$ cat src/sv/wec_pkg.sv
// ----------------------------------------------------------------------------
// wec_pkg
// Types and constants shared by the watermark eviction controller modules.
// ----------------------------------------------------------------------------
`default_nettype none

package wec_pkg;

  // Field widths
  localparam int DATA_W          = 64;
  localparam int DISK_W          = 6;
  localparam int RATIO_W         = 16;
  localparam int RATIO_FRAC_BITS = 16;
  localparam int CFG_IDX_W       = 1;

  // Configuration register reset values
  localparam logic [RATIO_W-1:0] HIGH_RATIO_RST = 16'd58982;
  localparam logic [RATIO_W-1:0] LOW_RATIO_RST  = 16'd52429;

  // Configuration register indexes
  localparam logic [CFG_IDX_W-1:0] REG_HIGH_RATIO = 1'b0;
  localparam logic [CFG_IDX_W-1:0] REG_LOW_RATIO  = 1'b1;

  // Item modes
  localparam logic MODE_REPORT = 1'b0;
  localparam logic MODE_RETIRE = 1'b1;

  // Result status codes
  typedef enum logic [1:0] {
    STAT_OK           = 2'd0,
    STAT_INVALID_CFG  = 2'd1,
    STAT_ZERO_CAP     = 2'd2,
    STAT_NOT_EVICTING = 2'd3
  } status_t;

  typedef struct packed {
    logic              mode;
    logic [DISK_W-1:0] disk_index;
    logic [DATA_W-1:0] capacity_bytes;
    logic [DATA_W-1:0] used_bytes;
    logic [DATA_W-1:0] reserved_bytes;
    logic [DATA_W-1:0] footprint_bytes;
    logic              was_retired;
  } in_item_t;

  typedef struct packed {
    status_t           status;
    logic              pressured;
    logic              evict_needed;
    logic [DATA_W-1:0] bytes_to_free;
    logic [DATA_W-1:0] usage_now;
    logic [DATA_W-1:0] released_bytes;
    logic              eviction_done;
  } out_item_t;

  // Commands from the sequencer to the datapath
  typedef struct packed {
    logic ld_in;   // capture input transfer, issue state read
    logic mul_en;  // form partial products, retire subtraction
    logic wm_en;   // combine watermarks, select usage
    logic fin;     // decide, write back, load result register
    logic clr_we;  // clearing pass write
  } ctrl_cmd_t;

endpackage

`default_nettype wire

$ cat src/sv/wec_ctrl.sv
// ----------------------------------------------------------------------------
// wec_ctrl
// Sequencer: clearing pass after reset, then one item at a time through
// read, multiply, combine and update steps; owns the result valid flag.
// ----------------------------------------------------------------------------
`default_nettype none

module wec_ctrl #(
  parameter int NUM_DISKS = 64
) (
  input  wire logic                                             clk,
  input  wire logic                                             rst_n,
  input  wire logic                                             in_valid,
  output logic                                                  in_ready,
  input  wire logic                                             out_ready,
  output logic                                                  out_valid,
  output wec_pkg::ctrl_cmd_t                                    cmd,
  output logic [((NUM_DISKS > 1) ? $clog2(NUM_DISKS) : 1)-1:0]  clr_addr
);

  import wec_pkg::*;

  localparam int AW = (NUM_DISKS > 1) ? $clog2(NUM_DISKS) : 1;
  localparam logic [AW-1:0] LAST_ADDR = AW'(NUM_DISKS - 1);

  typedef enum logic [4:0] {
    ST_CLEAR = 5'b00001,
    ST_IDLE  = 5'b00010,
    ST_MUL   = 5'b00100,
    ST_WM    = 5'b01000,
    ST_FIN   = 5'b10000
  } state_t;

  state_t          state_r, state_nxt;
  logic [AW-1:0]   clr_cnt_r, clr_cnt_nxt;
  logic            out_valid_r, out_valid_nxt;
  logic            slot_free;

  assign slot_free = !out_valid_r || out_ready;

  // Next state and commands
  always_comb begin
    state_nxt   = state_r;
    clr_cnt_nxt = clr_cnt_r;
    cmd         = '0;
    in_ready    = 1'b0;
    unique case (state_r)
      ST_CLEAR: begin
        cmd.clr_we = 1'b1;
        if (clr_cnt_r == LAST_ADDR) begin
          state_nxt = ST_IDLE;
        end else begin
          clr_cnt_nxt = clr_cnt_r + 1'b1;
        end
      end
      ST_IDLE: begin
        in_ready = 1'b1;
        if (in_valid) begin
          cmd.ld_in = 1'b1;
          state_nxt = ST_MUL;
        end
      end
      ST_MUL: begin
        cmd.mul_en = 1'b1;
        state_nxt  = ST_WM;
      end
      ST_WM: begin
        cmd.wm_en = 1'b1;
        state_nxt = ST_FIN;
      end
      ST_FIN: begin
        // hold until the result register can take the result
        if (slot_free) begin
          cmd.fin   = 1'b1;
          state_nxt = ST_IDLE;
        end
      end
      default: begin
        state_nxt = ST_CLEAR;
      end
    endcase
  end

  // Result valid: set on finish, drop on output transfer
  always_comb begin
    out_valid_nxt = out_valid_r;
    if (cmd.fin) begin
      out_valid_nxt = 1'b1;
    end else if (out_ready) begin
      out_valid_nxt = 1'b0;
    end
  end

  always_ff @(posedge clk) begin
    if (!rst_n) begin
      state_r     <= ST_CLEAR;
      clr_cnt_r   <= '0;
      out_valid_r <= 1'b0;
    end else begin
      state_r     <= state_nxt;
      clr_cnt_r   <= clr_cnt_nxt;
      out_valid_r <= out_valid_nxt;
    end
  end

  assign out_valid = out_valid_r;
  assign clr_addr  = clr_cnt_r;

  // Checks
  a_fin_slot_free: assert property (@(posedge clk) disable iff (!rst_n)
    cmd.fin |-> (!out_valid_r || out_ready))
    else $error("result loaded while previous result still waiting");

  a_accept_starts_item: assert property (@(posedge clk) disable iff (!rst_n)
    (in_valid && in_ready) |=> (state_r == ST_MUL))
    else $error("accepted item did not start processing");

  a_no_accept_in_clear: assert property (@(posedge clk) disable iff (!rst_n)
    cmd.clr_we |-> !in_ready)
    else $error("input ready during clearing pass");

  a_valid_from_fin: assert property (@(posedge clk) disable iff (!rst_n)
    $rose(out_valid_r) |-> $past(cmd.fin))
    else $error("result valid rose without a finished item");

endmodule

`default_nettype wire

$ cat config.mk
export PLATFORM = sky130hd
export DESIGN_NAME = wec_ctrl
export DESIGN_NICKNAME = d
export VERILOG_FILES = /design/src/sv/wec_pkg.sv /design/src/sv/wec_ctrl.sv
export SDC_FILE = /design/constraint.sdc
export NUM_CORES = 1
export LEC_CHECK = 0
export BUFFER_PORTS_ARGS = -buffer_cell sky130_fd_sc_hd__buf_2
export CORE_MARGIN = 3
export CORE_UTILIZATION = 45
export DETAILED_ROUTE_END_ITERATION = 7
export PLACE_DENSITY = 0.77
export SLEW_MARGIN = 20
export SYNTH_ARGS = -nofsm -noshare
export SYNTH_HDL_FRONTEND = slang
export SYNTH_SLANG_ARGS = --single-unit
$ cat constraint.sdc
create_clock -name clk -period 4.25 [get_ports clk]
set_clock_uncertainty 0.15 [all_clocks]
set_input_delay 0.85 -clock clk [delete_from_list [all_inputs] [get_ports clk]]
set_output_delay 0.85 -clock clk [all_outputs]
set_load 0.01 [all_outputs]
==> results of run 1 <==
[power groups by stage]
stage | Combinational, mW | Sequential [mW] | Clock (mW)
after CTS | 0.0121 | 0.117 | 0.0685
final | 0.0119 | 0.117 | 0.0671
after global placement | 0.0117 | 0.120 | 0
after global routing | 0.0139 | 0.118 | 0.0756
after detailed placement | 0.0120 | 0.120 | 0
after floorplan | 0.00594 | 0.121 | 0
[layer usage]
metal  share of wire, %  track usage (%)  wire length [um]
met1                 52             20.4               633
met2                 44             18.9               534
met5                  0                0                 0
met3                3.7             6.10                45
met4               0.74             7.23                 9
[Yosys cell counts]
| library cell | number |
|---|---|
| sky130_fd_sc_hd__a21oi_1 | 3 |
| sky130_fd_sc_hd__a21boi_1 | 2 |
| sky130_fd_sc_hd__nand4b_1 | 1 |
| sky130_fd_sc_hd__or4_1 | 1 |
| sky130_fd_sc_hd__buf_4 | 2 |
| sky130_fd_sc_hd__inv_1 | 3 |
| sky130_fd_sc_hd__ha_1 | 1 |
| sky130_fd_sc_hd__nor3b_2 | 2 |
| sky130_fd_sc_hd__or3b_1 | 1 |
| sky130_fd_sc_hd__buf_2 | 1 |
| sky130_fd_sc_hd__mux2i_1 | 2 |
| sky130_fd_sc_hd__nor2b_1 | 2 |
| sky130_fd_sc_hd__nand3_1 | 2 |
| sky130_fd_sc_hd__xor2_1 | 1 |
| sky130_fd_sc_hd__and3_1 | 1 |
| sky130_fd_sc_hd__o21ai_0 | 3 |
| sky130_fd_sc_hd__nor2_1 | 3 |
| sky130_fd_sc_hd__nor3_1 | 2 |
| sky130_fd_sc_hd__nor4_4 | 1 |
| sky130_fd_sc_hd__clkbuf_1 | 1 |
| sky130_fd_sc_hd__nand4_1 | 1 |
| sky130_fd_sc_hd__nor3b_1 | 2 |
| sky130_fd_sc_hd__o211ai_1 | 1 |
| sky130_fd_sc_hd__o211ai_4 | 1 |
| sky130_fd_sc_hd__or3_4 | 1 |
| sky130_fd_sc_hd__and3b_1 | 3 |
| sky130_fd_sc_hd__dfxtp_1 | 12 |
| sky130_fd_sc_hd__o311ai_0 | 2 |
| sky130_fd_sc_hd__o41ai_1 | 1 |
| sky130_fd_sc_hd__nand2_1 | 5 |
| sky130_fd_sc_hd__nand2b_1 | 1 |
| sky130_fd_sc_hd__and2_1 | 3 |
| sky130_fd_sc_hd__xnor2_1 | 1 |
| sky130_fd_sc_hd__or3_1 | 1 |
[per-stage QoR]
stage               instance area [um^2]  hold slack, ps
CTS                                  753             383
finish                               753             376
global route                         753             420
floorplan                            656             371
detailed placement                   731             363
global placement                     731             352
[flip-flops by register name, summed over array words and instances, names as in the netlist]
name,count
clr_addr,6
state_r,5
out_valid,1
[layout make-up]
type	count	area [um^2]	area share, %
Sequential cell	12	240	31.9
Inverter	3	11.3	1.50
Tap cell	15	18.8	2.49
Timing Repair Buffer	16	80.1	10.6
Clock buffer	3	22.5	2.99
Multi-Input combinational cell	51	380	50.5
[how the worst min path moves through the flow]
| stage | slack [ps] | cells after the start | from | to |
|---|---|---|---|---|
| floorplan | 370 | 2 | clr_addr[3] | clr_addr[3] |
| global placement | 350 | 2 | clr_addr[3] | clr_addr[3] |
| detailed placement | 360 | 2 | clr_addr[3] | clr_addr[3] |
| CTS | 380 | 2 | clr_addr[3] | clr_addr[3] |
| global route | 420 | 2 | clr_addr[3] | clr_addr[3] |
| finish | 380 | 2 | clr_addr[3] | clr_addr[3] |
[tightest hold or removal path: stages, from the launching register on]
cell                       delay (ps)
sky130_fd_sc_hd__dfxtp_1          340
sky130_fd_sc_hd__o21ai_0           80
sky130_fd_sc_hd__a21boi_1          60
[logic make-up after synthesis]
family                   share of synthesized area [%]
XOR/XNOR                                          2.67
AND/OR/NAND/NOR                                   35.1
adder cells (fa/ha/maj)                           1.91
flip-flops                                        36.6
multiplexers                                      3.05
AO/OA/AOI/OAI                                     15.3
buffers and inverters                             5.34
==> reports/qor.tcl, run 1 <==
set qor(timing.hold.worst.class) {reg2reg}
set qor(numCtsBuffers) 3
set qor(final_worst_path_period_need_ps) 2710
set qor(critPathTopFamily) {simple AND/OR/NAND/NOR gates}
set qor(drive_above_1_share_pct) 28.2
set qor(dieArea_um2) 1950
set qor(power_leakage_nw) 0.322
set qor(grt_start_max_net_pins) 12
set qor(place_worst_setup_slack_ps) 1810
set qor(synthesis.nets) 75
set qor(dp_hpwl_um) 930
set qor(fin_nets) 92
set qor(routed-via-count) 562
set qor(switching_power_mw) 0.0429
set qor(cap_violations) 0
set qor(crit-reg2reg-capture) {state_r[3]}
set qor(placement_rows) 13
set qor(syn_area_um2) 656
set qor(ys.warnings.count) 0
set qor(area_growth_pct) 14.9
set qor(final_util_pct) 56.5
set qor(p_total_mw) 0.196
set qor(switching_part_of_the_total_power_pct) 21.9
set qor(mostFrequentLayoutCell) {sky130_fd_sc_hd__buf_2}
set qor(cts.repair_timing.setup_buffer_count) 0
set qor(synth.largest_area_cell) {sky130_fd_sc_hd__dfxtp_1}
set qor(grt_pass1_wl_mm) 2.08
set qor(power_density_nw_per_um2) 261
set qor(dieWidth_um) 44.2
set qor(grt_overflow) 0
set qor(max_freq_mhz) 369
set qor(finalSetupViolCount) 0
set qor(p_comb_share_pct) 6.0
set qor(ff2ff_setup_slack_ps) 2540
set qor(vias_per_cell) 5.62
set qor(path_depth) 5
set qor(cts_tree) {yes}
set qor(irDropWorstVdd_mv) 0.160
set qor(floorplan.die.height_um) 44.2
set qor(numPlacedInstances) 97
set qor(report.final.hold_viol_count) 0
set qor(crit_slowest_cell) {sky130_fd_sc_hd__or3_4}
set qor(routed_wire_length_per_instance_um) 12.2
set qor(numPortBuffers) 16
set qor(critPathCaptureType) {primary output}
set qor(cts.htree.levels) 1
set qor(data_arrival_time_of_the_critical_path_ps) 1710
set qor(rsz0062_at_grt) {no}
set qor(stdcell_count) 100
set qor(yosysSeqAreaShare_pct) 36.6
set qor(power.clock.fraction_pct) 34.2
set qor(detailedRoute.firstIterationViolations) 5
set qor(status) {finished, final reports clean}
set qor(coreArea_um2) 1330
set qor(crit_path_cell_trace) {or3_4 > nor3b_1 > nand2_1 > inv_1 > buf_2}
set qor(setup-tns-final_ps) 0
set qor(worst_setup_hold_path_clk_slew_ps) 70
set qor(reg2reg_depth) 4
set qor(post-route-drc-count) 0
set qor(grt.total_usage_pct) 14.6
set qor(critical_path.startpoint) {state_r[2]}
set qor(floorplan.initialDensity_pct) 49.2
set qor(reg2reg_from) {state_r[2]}
set qor(numClockSinks) 12
set qor(layout_common_cells) {sky130_fd_sc_hd__buf_2, sky130_fd_sc_hd__dfxtp_1, sky130_fd_sc_hd__nand2_1}
set qor(cell_variety_after_synth) 34
set qor(syn-instance-count) 70
set qor(critPathBufInv) 2
set qor(cts.hold.buffers_added) 0
set qor(ys_ff_latch) 12
set qor(syn_avg_cell_area_um2) 9.37
set qor(critical_path.endpoint) {cmd[1]}
set qor(timing.critical_path.from_type) {flop}
set qor(via_count_of_the_first_global_routing_pass) 485
set qor(ant_nets) 0
set qor(io-pin-count) 17
set qor(worst-slew-pin-transition_ps) 371
set qor(critPathRequiredTime_ps) 3250
set qor(cts-root-buf) {sky130_fd_sc_hd__clkbuf_4}
set qor(synth_largest_type_area_fraction_pct) 36.6
set qor(cts-root-to-sink-buffers) 2
set qor(share_seq_of_total_power_pct) 59.8
set qor(critical_path.max_fanout) 7
set qor(detail_route.first_pass.iterations) 4
set qor(fin_ws_ps) 1540
set qor(worst-setup-path-type) {reg2out}
set qor(n_fill_cell) 136
set qor(antenna_cells) 0
set qor(synthTopCellsByArea) {sky130_fd_sc_hd__dfxtp_1, sky130_fd_sc_hd__and3b_1, sky130_fd_sc_hd__nor3b_2, sky130_fd_sc_hd__nor4_4, sky130_fd_sc_hd__o211ai_4}
set qor(routed_wirelength_mm) 1.22
set qor(clk-insertion-delay-late_ps) 260
set qor(cell_internal_pwr_mw) 0.153
set qor(cts_resized) 0
set qor(critical-path-max-stage-delay_ps) 420
set qor(antenna_found_initial) 0
set qor(gp_congestion) 0.757
set qor(final_min_period_over_clock_period_pct) 63.7
set qor(max_slew_margin_pct) 75.2
set qor(maxSlewViolCount) 0
No activity file was read; power rests on OpenSTA's default activity.
==> run 2: changes to the inputs <==
CORE_UTILIZATION = 44   (was 45)
PLACE_DENSITY = 0.78   (was 0.77)
clock period = 2.25 ns   (was 4.25 ns; I/O delays follow)
==> run 2 against run 1 <==
Against the previous run:
- clock-buffer cell count unchanged
- highest routed layer is now met3
- critical path depth shrank 1
- utilization is 1.5 points higher
- worst hold slack got worse by 53 ps
- critical endpoint is now cmd[4]
==> reports/qor.tcl, run 2 (same netlist as run 1, synthesis figures left out) <==
set qor(maxSlewViolCount) 0
set qor(timing.critical_path.from_type) {flop}
set qor(data_arrival_time_of_the_critical_path_ps) 1570
set qor(via_count_of_the_first_global_routing_pass) 530
set qor(min_from) {rst_n}
set qor(crit_slowest_cell) {sky130_fd_sc_hd__or3_4}
set qor(grt_overflow) 0
set qor(detail_route.first_pass.iterations) 4
set qor(placement_rows) 13
set qor(routed_wire_length_per_instance_um) 13.0
set qor(detailedRoute.firstIterationViolations) 9
set qor(critPathCaptureType) {primary output}
set qor(cts-root-to-sink-buffers) 2
set qor(gp_congestion) 0.745
set qor(cts-root-buf) {sky130_fd_sc_hd__clkbuf_4}
set qor(finalSetupViolCount) 0
set qor(routed-via-count) 557
set qor(area_growth_pct) 19.5
set qor(placedInstanceArea_um2) 738
set qor(rsz0062_at_grt) {no}
set qor(coreArea_um2) 1350
set qor(routed_wirelength_mm) 1.31
set qor(timing.hold.worst.class) {in2reg}
set qor(post-route-cell-area_um2) 783
set qor(critPathRequiredTime_ps) 1650
set qor(power_density_nw_per_um2) 481
set qor(status) {finished, final reports clean}
set qor(critical-path-max-stage-delay_ps) 430
set qor(cts_resized) 1
set qor(worst-setup-path-type) {reg2out}
set qor(max_reg_flops) 6
set qor(final_min_period_over_clock_period_pct) 96.6
set qor(irDropWorstVdd_mv) 0.260
set qor(worst-slew-pin-transition_ps) 364
set qor(final_worst_path_period_need_ps) 2170
set qor(cts.repair_timing.setup_buffer_count) 0
set qor(floorplan.initialDensity_pct) 48.6
set qor(cap_violations) 0
set qor(grt_pass1_wl_mm) 2.24
set qor(critPathTopFamily) {simple AND/OR/NAND/NOR gates}
set qor(n_fill_cell) 119
set qor(max_freq_mhz) 460
set qor(report.final.hold_viol_count) 0
set qor(critical_path.startpoint) {state_r[2]}
set qor(crit_path_cell_trace) {or3_4 > nor3b_4 > and2_4 > buf_2}
set qor(setup-tns-final_ps) 0
set qor(antenna_cells) 0
set qor(numClockSinks) 12
set qor(critPathBufInv) 1
set qor(dieArea_um2) 1990
set qor(cts.htree.levels) 1
set qor(floorplan.die.height_um) 44.6
set qor(area_occupied_by_multi_input_gates_um2) 400
set qor(ff2ff_setup_slack_ps) 540
set qor(final_util_pct) 58.0
set qor(io-pin-count) 17
set qor(worst_setup_hold_path_clk_slew_ps) 80
set qor(cts.hold.buffers_added) 0
set qor(grt_start_max_net_pins) 12
set qor(area.sequential_um2) 243
set qor(post-route-drc-count) 0
set qor(critical_path.max_fanout) 7
set qor(dieWidth_um) 44.6
set qor(ant_nets) 0
set qor(layout_common_cells) {sky130_fd_sc_hd__buf_2, sky130_fd_sc_hd__dfxtp_1, sky130_fd_sc_hd__nand2_1}
set qor(numPortBuffers) 16
set qor(numCtsBuffers) 3
set qor(antenna_found_initial) 0
set qor(clk-insertion-delay-late_ps) 270
set qor(cts_tree) {yes}
set qor(drive_above_1_share_pct) 33.7
set qor(power_leakage_nw) 0.329
set qor(tightest_hold_margin_ps) 323
set qor(dp_hpwl_um) 941
set qor(max_slew_margin_pct) 75.7
set qor(reg2reg_from) {state_r[1]}
set qor(fin_nets) 93
set qor(grt.total_usage_pct) 15.1
set qor(vias_per_cell) 5.51
set qor(mostFrequentLayoutCell) {sky130_fd_sc_hd__buf_2}
[run 2: changes by cell type in the layout (fill, tap and decap cells not counted)]
cell                      previous run  this run
sky130_fd_sc_hd__buf_4               0         1
sky130_fd_sc_hd__nor3b_2             2         1
sky130_fd_sc_hd__nor3b_1             2         1
sky130_fd_sc_hd__nor3b_4             0         2
sky130_fd_sc_hd__and2_1              3         2
sky130_fd_sc_hd__dfxtp_2             0         2
sky130_fd_sc_hd__dfxtp_1            12        10
sky130_fd_sc_hd__and2_4              0         1
[run 2: report_power, final]
group | leakage, nW | internal, mW | total, mW | switching (mW)
sequential | 0.0983 | 0.217 | 0.221 | 0.00464
combinational | 0.217 | 0.0112 | 0.0225 | 0.0114
clock | 0.0138 | 0.0619 | 0.133 | 0.0708
total | 0.329 | 0.290 | 0.376 | 0.0868
[run 2: path summary, 6_finish.rpt]
| path | cells after the start | end |
|---|---|---|
| setup / recovery | 4 | cmd[4] |
| hold / removal | 2 | state_r[0] |
| setup reg to reg | 4 | clr_addr[5] |
| hold reg to reg | 2 | clr_addr[3] |
[run 2: per-stage QoR]
stage / setup WS [ps] / instances / power (mW)
2_1_floorplan: 356 / 70 / 0.239
3_3_place_gp: 315 / 98 / 0.248
5_1_grt: 6.74 / 101 / 0.389
6_report: 76.1 / 101 / 0.376
4_1_cts: 36.0 / 101 / 0.379
3_5_place_dp: 225 / 98 / 0.249
[run 2: final cells by class]
type / instances / share of cell area (%)
clock buffer: 3 / 2.88
inverter: 3 / 1.44
multi-input combinational: 51 / 51.1
sequential: 12 / 31.0
tap: 15 / 2.40
timing repair buffer: 17 / 11.2
[run 2: metal layers]
layer	track usage, %	up-vias	wire, um
li1	-	283	-
met1	20.3	263	643
met2	23.2	11	610
met3	3.66	0	55
met4	5.42	0	0
met5	0	-	0
[run 2: worst reg2reg max path: cells and delay by family, from the launching register on]
kind	cells	cell delay, ps
flip-flops	1	420
AO/OA/AOI/OAI	3	660
AND/OR/NAND/NOR	1	370
